$ cat config.mk
export PLATFORM = sky130hd
export DESIGN_NAME = e2c_isqrt
export DESIGN_NICKNAME = d
export VERILOG_FILES = /design/src/rtl/e2c_pkg.sv /design/src/rtl/e2c_isqrt.sv
export SDC_FILE = /design/constraint.sdc
export NUM_CORES = 1
export LEC_CHECK = 0
export BUFFER_PORTS_ARGS = -buffer_cell sky130_fd_sc_hd__buf_2
export CORE_ASPECT_RATIO = 1.75
export CORE_MARGIN = 4
export CORE_UTILIZATION = 57
export DETAILED_ROUTE_END_ITERATION = 12
export PLACE_DENSITY_LB_ADDON = 0.12
export SLEW_MARGIN = 10
export SYNTH_ARGS = -nofsm -noshare
export SYNTH_HDL_FRONTEND = slang
export SYNTH_SLANG_ARGS = --single-unit
$ cat constraint.sdc
create_clock -name aclk -period 3.02 [get_ports aclk]
set_input_delay 0.906 -clock aclk [delete_from_list [all_inputs] [get_ports aclk]]
set_output_delay 0.906 -clock aclk [all_outputs]
set_load 0.02 [all_outputs]
$ cat src/rtl/e2c_pkg.sv
`timescale 1ns / 1ps

package e2c_pkg;

    localparam int FACE_SIZE_DEF  = 512;
    localparam int ANGLE_BITS_DEF = 18;
    localparam int PIXEL_BYTES    = 4;

    localparam int FACE_W   = 3;
    localparam int COL_W    = 9;
    localparam int WIDTH_W  = 14;
    localparam int HEIGHT_W = 13;
    localparam int PITCH_W  = 16;
    localparam int SRCX_W   = 13;
    localparam int SRCY_W   = 12;
    localparam int ADDR_W   = 27;
    localparam int DEST_W   = 20;
    localparam int CFG_IDX_W  = 2;
    localparam int CFG_DATA_W = 16;

    // direction components hold +-2048 at the largest face size
    localparam int VEC_W     = 13;
    localparam int SQ_W      = 24;
    localparam int RAD_W     = 40;
    localparam int ISQ_STEPS = RAD_W / 2;
    localparam int ROOT_W    = ISQ_STEPS;
    localparam int CORDIC_W  = 40;
    localparam int CORDIC_STEPS = 30;
    localparam int CORDIC_LAT   = CORDIC_STEPS + 2;

    localparam logic [FACE_W-1:0] FACE_PX = 3'd0;
    localparam logic [FACE_W-1:0] FACE_NX = 3'd1;
    localparam logic [FACE_W-1:0] FACE_PY = 3'd2;
    localparam logic [FACE_W-1:0] FACE_NY = 3'd3;
    localparam logic [FACE_W-1:0] FACE_PZ = 3'd4;
    localparam logic [FACE_W-1:0] FACE_NZ = 3'd5;

    typedef enum logic [CFG_IDX_W-1:0] {
        CFG_SRC_WIDTH  = 2'd0,
        CFG_SRC_HEIGHT = 2'd1,
        CFG_SRC_PITCH  = 2'd2
    } cfg_idx_t;

    typedef struct packed {
        logic [FACE_W-1:0] face;
        logic [COL_W-1:0]  col;
        logic [COL_W-1:0]  row;
    } in_t;

    typedef struct packed {
        logic [SRCX_W-1:0] src_x;
        logic [SRCY_W-1:0] src_y;
        logic [ADDR_W-1:0] src_address;
        logic [DEST_W-1:0] dest_offset;
    } out_t;

    // atan(2^-i) in units of 2^-32 turn
    function automatic logic [31:0] atan_entry(input int idx);
        logic [31:0] v;
        case (idx)
            0:  v = 32'd536870912;
            1:  v = 32'd316933406;
            2:  v = 32'd167458907;
            3:  v = 32'd85004756;
            4:  v = 32'd42667331;
            5:  v = 32'd21354465;
            6:  v = 32'd10679838;
            7:  v = 32'd5340245;
            8:  v = 32'd2670163;
            9:  v = 32'd1335087;
            10: v = 32'd667544;
            11: v = 32'd333772;
            12: v = 32'd166886;
            13: v = 32'd83443;
            14: v = 32'd41722;
            15: v = 32'd20861;
            16: v = 32'd10430;
            17: v = 32'd5215;
            18: v = 32'd2608;
            19: v = 32'd1304;
            20: v = 32'd652;
            21: v = 32'd326;
            22: v = 32'd163;
            23: v = 32'd81;
            24: v = 32'd41;
            25: v = 32'd20;
            26: v = 32'd10;
            27: v = 32'd5;
            28: v = 32'd3;
            29: v = 32'd1;
            default: v = 32'd0;
        endcase
        return v;
    endfunction

endpackage

$ cat src/rtl/e2c_isqrt.sv
`timescale 1ns / 1ps

module e2c_isqrt (
    input  logic                       aclk,
    input  logic                       en,
    input  logic [e2c_pkg::RAD_W-1:0]  rad,
    output logic [e2c_pkg::ROOT_W-1:0] root
);
    import e2c_pkg::*;

    logic [RAD_W-1:0] rem_reg  [0:ISQ_STEPS];
    logic [RAD_W-1:0] root_reg [0:ISQ_STEPS];

    assign rem_reg[0]  = rad;
    assign root_reg[0] = '0;

    // one result bit per stage, trial bit starting at 2^(RAD_W-2)
    for (genvar i = 0; i < ISQ_STEPS; i++) begin : g_step
        localparam logic [RAD_W-1:0] BIT = RAD_W'(1) << (RAD_W - 2 - 2 * i);
        logic [RAD_W-1:0] trial;
        assign trial = root_reg[i] + BIT;

        always_ff @(posedge aclk) begin
            if (en) begin
                if (rem_reg[i] >= trial) begin
                    rem_reg[i+1]  <= rem_reg[i] - trial;
                    root_reg[i+1] <= (root_reg[i] >> 1) + BIT;
                end else begin
                    rem_reg[i+1]  <= rem_reg[i];
                    root_reg[i+1] <= root_reg[i] >> 1;
                end
            end
        end
    end

    assign root = root_reg[ISQ_STEPS][ROOT_W-1:0];
endmodule

==> results of run 1 <==
[area by class of cell]
type / count / area (sq um) / share of cell area
clock buffers: 101 / 2208 / 0.03928
well taps: 1042 / 1304 / 0.02319
inverters: 280 / 1062 / 0.01890
flip-flops and latches: 970 / 29130 / 0.5181
repair buffers: 539 / 4479 / 0.07968
multi-input cells: 2246 / 17200 / 0.3059
clock inverters: 57 / 840.8 / 0.01496
[power groups by stage]
stage               registers (mW)  logic, mW  clock network, mW
floorplan                     17.8       4.46                  0
global placement              18.1       7.14                  0
detailed placement            18.2       7.43                  0
CTS                           17.9       7.77               12.0
global route                  18.1       8.96               12.5
finish                        18.0       8.26               11.8
[worst max path at each step]
stage | startpoint | cells after the start | slack (ns) | endpoint
finish | rem_reg[173]$_DFFE_PP_ | 12 | -0.06 | rem_reg[147]$_DFFE_PP_
global route | rem_reg[338]$_DFFE_PP_ | 12 | -0.14 | rem_reg[295]$_DFFE_PP_
CTS | rem_reg[341]$_DFFE_PP_ | 10 | -0.16 | rem_reg[309]$_DFFE_PP_
detailed placement | rem_reg[175]$_DFFE_PP_ | 10 | -0.71 | rem_reg[150]$_DFFE_PP_
global placement | rem_reg[175]$_DFFE_PP_ | 10 | -0.72 | rem_reg[150]$_DFFE_PP_
floorplan | rem_reg[100]$_DFFE_PP_ | 10 | 0.006 | rem_reg[67]$_DFFE_PP_
[layer usage]
| metal | vias to the layer above | share of wire |
|---|---|---|
| met5 | - | 0 |
| met4 | 0 | 0.090 |
| met3 | 399 | 0.027 |
| met2 | 805 | 0.62 |
| met1 | 15000 | 0.26 |
| li1 | 14440 | - |
[repair_timing]
item	CTS	global route
setup buffers	24	45
pin swaps	34	71
hold endpoints to repair	0	0
cloned	2	4
gates resized for setup	145	196
setup endpoints to repair	218	222
[Yosys cell counts, drive strengths merged, types with 24 or more instances]
cell / n / area [sq um]
edfxtp: 970 / 29130
inv: 279 / 1047
nand2: 247 / 927.1
ha: 226 / 2828
nor2: 190 / 713.2
o21ai: 177 / 885.9
xor2: 176 / 1541
a21oi: 167 / 843.3
xnor2: 132 / 1156
nor4: 120 / 797.0
nor3: 114 / 570.6
a21o: 70 / 525.5
nand3: 52 / 265.3
o21a: 50 / 375.4
or3: 47 / 299.0
clkbuf: 43 / 161.4
nand2b: 40 / 250.2
nor2b: 37 / 231.5
nand4: 35 / 219.0
mux2: 27 / 307.8
or4: 27 / 214.0
nor4b: 26 / 255.2
o31ai: 24 / 185.2
[logic make-up (layout without fill, tap and decap cells)]
logic type / after synthesis / after routing / synth area share
AND/OR/NAND/NOR: 1030 / 1030 / 0.1189
flip-flops: 970 / 970 / 0.6336
AO/OA/AOI/OAI: 648 / 648 / 0.08995
buffers and inverters: 345 / 977 / 0.02915
XOR/XNOR: 308 / 308 / 0.05868
adder cells (fa/ha/maj): 226 / 226 / 0.06151
multiplexers: 34 / 34 / 0.008220
[stage by stage]
step	setup TNS (ns)	util
final	-0.2871	0.7038
after global routing	-3.863	0.7038
after CTS	-1.333	0.6865
after detailed placement	-42.67	0.6352
after global placement	-32.54	0.6352
after floorplan	0	-
==> impl_metrics.ini, run 1 <==
[cts]
tritoncts_num_sinks = 970
htreeDepth = 3
ctsRootBufferMaster = clkbuf_16
clock_latency_ns = 0.71
clkTransAtPathRegs_ns = 0.07
cts_made_buffers = 86
cts_tree = yes
ctsLongestPathBuffers = 3
cts_hold_repair.buffers = 0

[setup_path]
worst_case_register_to_register_setup_slack_ns = -0.06
timing.rr.end = rem_reg[147]$_DFFE_PP_
required_time_of_the_critical_path_ns = 3.45
timing.rr.start = rem_reg[173]$_DFFE_PP_
worst_setup_path_end_kind = flop
cpMaxStageDelayCell = or4_4
crit_type = flop to flop
cp_top_family = simple AND/OR/NAND/NOR gates
crit_buf_inv = 3
cp_data_arrival_time_ns = 3.51
critical_path_peak_fanout = 4
worst-r2r-cell-count = 12
critPathLaunchType = flop
critical-path-max-stage-delay_ns = 0.47
worstPathCellList = ha_4, nand4_1, or4_4, nor3_4, buf_6, a21oi_2, o211a_4, inv_4, nand4_1, buf_4, o31ai_4, nand2_1
critPathMostFrequentCell = nand4_1

[synthesis]
synthesis.instances = 3561
yosysSeqAreaShare = 0.6336
post_synth.cell_area_avg_sq_um = 12.91
synth_cell_types = 89
yosys_most_used_dff = edfxtp_1
synthArstFlopShare = 0
synth_fp_nets = 3829
netlist_area_sq_mm = 0.04597
synth_enable_flop_cells = 970
yosys_register_bits = 970
synth.yosys.warnings = 0

[timing]
final_count_of_pins_violating_max_slew = 0
period_share = 1.020
tmin_final_ns = 3.081
max_slew_margin = 0.3854
final.setup_skew_ns = 0.04735
setup_slack_ns = -0.06087
number_of_endpoints_with_negative_hold_slack_in_the_final_report = 0
rsz0062_at_grt = true
fmax_mhz = 324.6
fin_worst_hold_slack_ns = 0.3780
timing_worst_slew_pin_value_ns = 0.9075
setup_viol = 13

[pwr]
switching_power_mw = 10.84
power-per-cell-area_mw_per_mm2 = 676.5
totalPowerFinal_mw = 38.03
power.share.combinational = 0.217
power_share_of_the_sequential_group = 0.473
p_leak_nw = 21.79
cell_internal_pwr_mw = 27.19
fraction_of_power_consumed_by_the_clock_network = 0.310
peakVddDrop_mv = 0.5740
power.share.switching = 0.2849

[place]
setup_slack_after_placement_ns = -0.7118
post_dp_cell_area_sq_mm = 0.05074
gpl.final_weighted_congestion = 1.018
number_of_buffers_added_on_ports = 61
placed_cells = 5006
final_hpwl_dp_um = 86430

[global_routing]
groute.layer.met3.usage = 0.03004
gr-usage-met2 = 0.5803
globalRoute.totalOverflow = 0
grt_util_all_layers = 0.2631
grt_util_met1 = 0.1810
number_of_global_route_vias_before_repair = 33050
maximum_number_of_pins_on_one_net_before_global_route_repair = 79
antenna_found_initial = 2
grt_pass1_wl_um = 172200
top_usage_layer = met2

[floorplan]
die_width_um = 222.7
total_die_area_sq_mm = 0.08544
coreArea_sq_mm = 0.07988
die_h_um = 383.7
placementRows = 137
ios = 62
initial_utilization = 0.5755

[finish]
largest_register_ff_count = 760
final_nets = 4391
drive_above_1_share = 0.2263
finish.cell_count_without_fillers = 5235
filler_cell_count = 5328
areaGrowthSynthToFinish_pct = 22.29
final_common_cell = edfxtp_1
leading_cell_types_in_the_layout_fill_and_taps_excluded = 970 x edfxtp_1, 418 x buf_4, 274 x inv_1
finish.instance_area_sq_mm = 0.05622
antenna_cells_inserted = 0

[outcome]
violations = setup timing
run_status = finished, violations left

[routing]
drt_pass1_iterations = 6
avgViaCountPerCell = 5.853
detail_route.wl_per_cell_um = 22.02
postRouteAntennaNets = 0
drc = 0
drt_wl_total_um = 115300
drt_iter0_drc = 1506
routed-via-count = 30640

[worst_hold_path]
holdPathEnd = rem_reg[796]$_DFFE_PP_
timing.hold.worst.class = primary input to flop
min_from = rad[36]
cell_depth_of_the_worst_hold_path = 1

[run]
max_cap_viol_count = 0
No activity file was read; power rests on OpenSTA's default activity.
==> inputs of run 2 (changes only) <==
- MAX_ROUTING_LAYER: not set -> met4
==> run 2 against run 1 <==
Net effect: the flow still finishes with violations (setup timing); combinational power hardly changed; sequential share of layout area up 0.18 points; clock power about the same; utilization fell by 0.25 points; clock skew decreased by 0.0036 ns; worst setup slack worse by 0.035 ns; largest power group unchanged.
==> impl_metrics.ini, run 2 (synthesis gave the netlist of run 1 again) <==
[outcome]
run_status = finished, violations left
violations = setup timing

[cts]
ctsLongestPathBuffers = 3
clock_latency_ns = 0.71
cts_tree = yes
clkTransAtPathRegs_ns = 0.07
cts_made_buffers = 87
ctsRootBufferMaster = clkbuf_16
tritoncts_num_sinks = 970
htreeDepth = 3

[global_routing]
maximum_number_of_pins_on_one_net_before_global_route_repair = 114
top_usage_layer = met2
grt_util_all_layers = 0.2723
groute.layer.met3.usage = 0.02905
number_of_global_route_vias_before_repair = 33310
globalRoute.totalOverflow = 0
antenna_found_initial = 1
grt_pass1_wl_um = 173000
grt_util_met1 = 0.1805
gr-usage-met2 = 0.5776

[place]
gpl.final_weighted_congestion = 1.023
number_of_buffers_added_on_ports = 61
setup_slack_after_placement_ns = -0.7294
final_hpwl_dp_um = 86710

[setup_path]
critical_path_peak_fanout = 3
cp_data_arrival_time_ns = 3.56
crit_type = flop to flop
worst_setup_path_end_kind = flop
critPathLaunchType = flop
required_time_of_the_critical_path_ns = 3.47

[floorplan]
initial_utilization = 0.5755
ios = 62
placementRows = 137
coreArea_sq_mm = 0.07988
die_h_um = 383.7
die_width_um = 222.7
total_die_area_sq_mm = 0.08544

[timing]
final.setup_skew_ns = 0.04378
max_slew_margin = 0.1653
final_count_of_pins_violating_max_slew = 0
timing_worst_slew_pin_value_ns = 1.236
tmin_final_ns = 3.116
fmax_mhz = 320.9
setup_viol = 8
number_of_endpoints_with_negative_hold_slack_in_the_final_report = 0
period_share = 1.032
setup_slack_ns = -0.09591
rsz0062_at_grt = true

[finish]
leading_cell_types_in_the_layout_fill_and_taps_excluded = 970 x edfxtp_1, 411 x buf_4, 273 x inv_1
filler_cell_count = 5393
drive_above_1_share = 0.2275
largest_register_ff_count = 760
final_common_cell = edfxtp_1
final_nets = 4377
areaGrowthSynthToFinish_pct = 21.86
antenna_cells_inserted = 0

[pwr]
peakVddDrop_mv = 0.6272
totalPowerFinal_mw = 37.78
power-per-cell-area_mw_per_mm2 = 674.3
p_leak_nw = 21.64

[routing]
avgViaCountPerCell = 5.874
routed-via-count = 30640
drt_iter0_drc = 1637
drt_wl_total_um = 115300
detail_route.wl_per_cell_um = 22.11
postRouteAntennaNets = 0
drt_pass1_iterations = 5
drc = 0

[run]
max_cap_viol_count = 0

[worst_hold_path]
timing.hold.worst.class = primary input to flop
-- run 2: per-stage QoR --
stage            util  hold slack [ns]  area (sq um)  std cells  TNS (ns)
6_report       0.7013           0.3666         56020       5217   -0.2478
5_1_grt        0.7013           0.3479         56020       5217    -3.032
4_1_cts        0.6838           0.3317         54620       5182   -0.4562
3_5_place_dp   0.6349           0.4266         50710       5008    -37.66
3_3_place_gp   0.6349           0.4250         50710       5008    -30.19
2_1_floorplan       -           0.4166         45970       3561         0
-- run 2: metal layers --
layer  up-vias  routed length, um
met5         -                  0
met4         0              11670
met3       459               2932
met2       777              70650
met1     14990              30080
li1      14420                  -
-- run 2: layout make-up --
class                   instances  area, sq um  area share
clock buffers                 100         2226     0.03973
clock inverters                55        744.5     0.01329
inverters                     280         1054     0.01881
multi-input cells            2246        17260      0.3081
flip-flops and latches        970        29130      0.5200
well taps                    1042         1304     0.02327
repair buffers                524         4307     0.07688
-- run 2: power by group --
group / total [mW] / switching [mW] / internal (mW) / leakage [nW]
sequential: 18.0 / 1.10 / 16.9 / 9.29
clock: 11.5 / 5.13 / 6.41 / 1.42
combinational: 8.27 / 4.57 / 3.69 / 10.9
total: 37.8 / 10.8 / 27.0 / 21.6
-- run 2: what timing repair did --
action	4_1_cts	5_1_grt
hold endpoints to repair	0	0
hold buffers	0	0
buffers inserted	17	33
resized for setup	135	198
cloned	2	4
pin swaps	28	51
setup endpoints to repair	222	218
-- run 2: path summary, 6_finish.rpt --
path	from	depth (start not counted)	slack [ns]	end
worst max-delay path	rem_reg[108]$_DFFE_PP_	9	-0.1	rem_reg[78]$_DFFE_PP_
worst min-delay path	rad[37]	1	0.37	rem_reg[797]$_DFFE_PP_
worst max register to register	rem_reg[108]$_DFFE_PP_	9	-0.1	rem_reg[78]$_DFFE_PP_
worst min register to register	root_reg[509]$_DFFE_PP_	0	0.44	root_reg[468]$_DFFE_PP_
-- run 2: critical path: stages (launching register included) --
cell and delay, ns:
edfxtp_1 0.40, or4_4 0.55, or3_4 0.37, buf_6 0.13
or3_4 0.33, or2_4 0.26, or3_4 0.35, nor3_2 0.16
nand4_1 0.16, xnor2_1 0.16
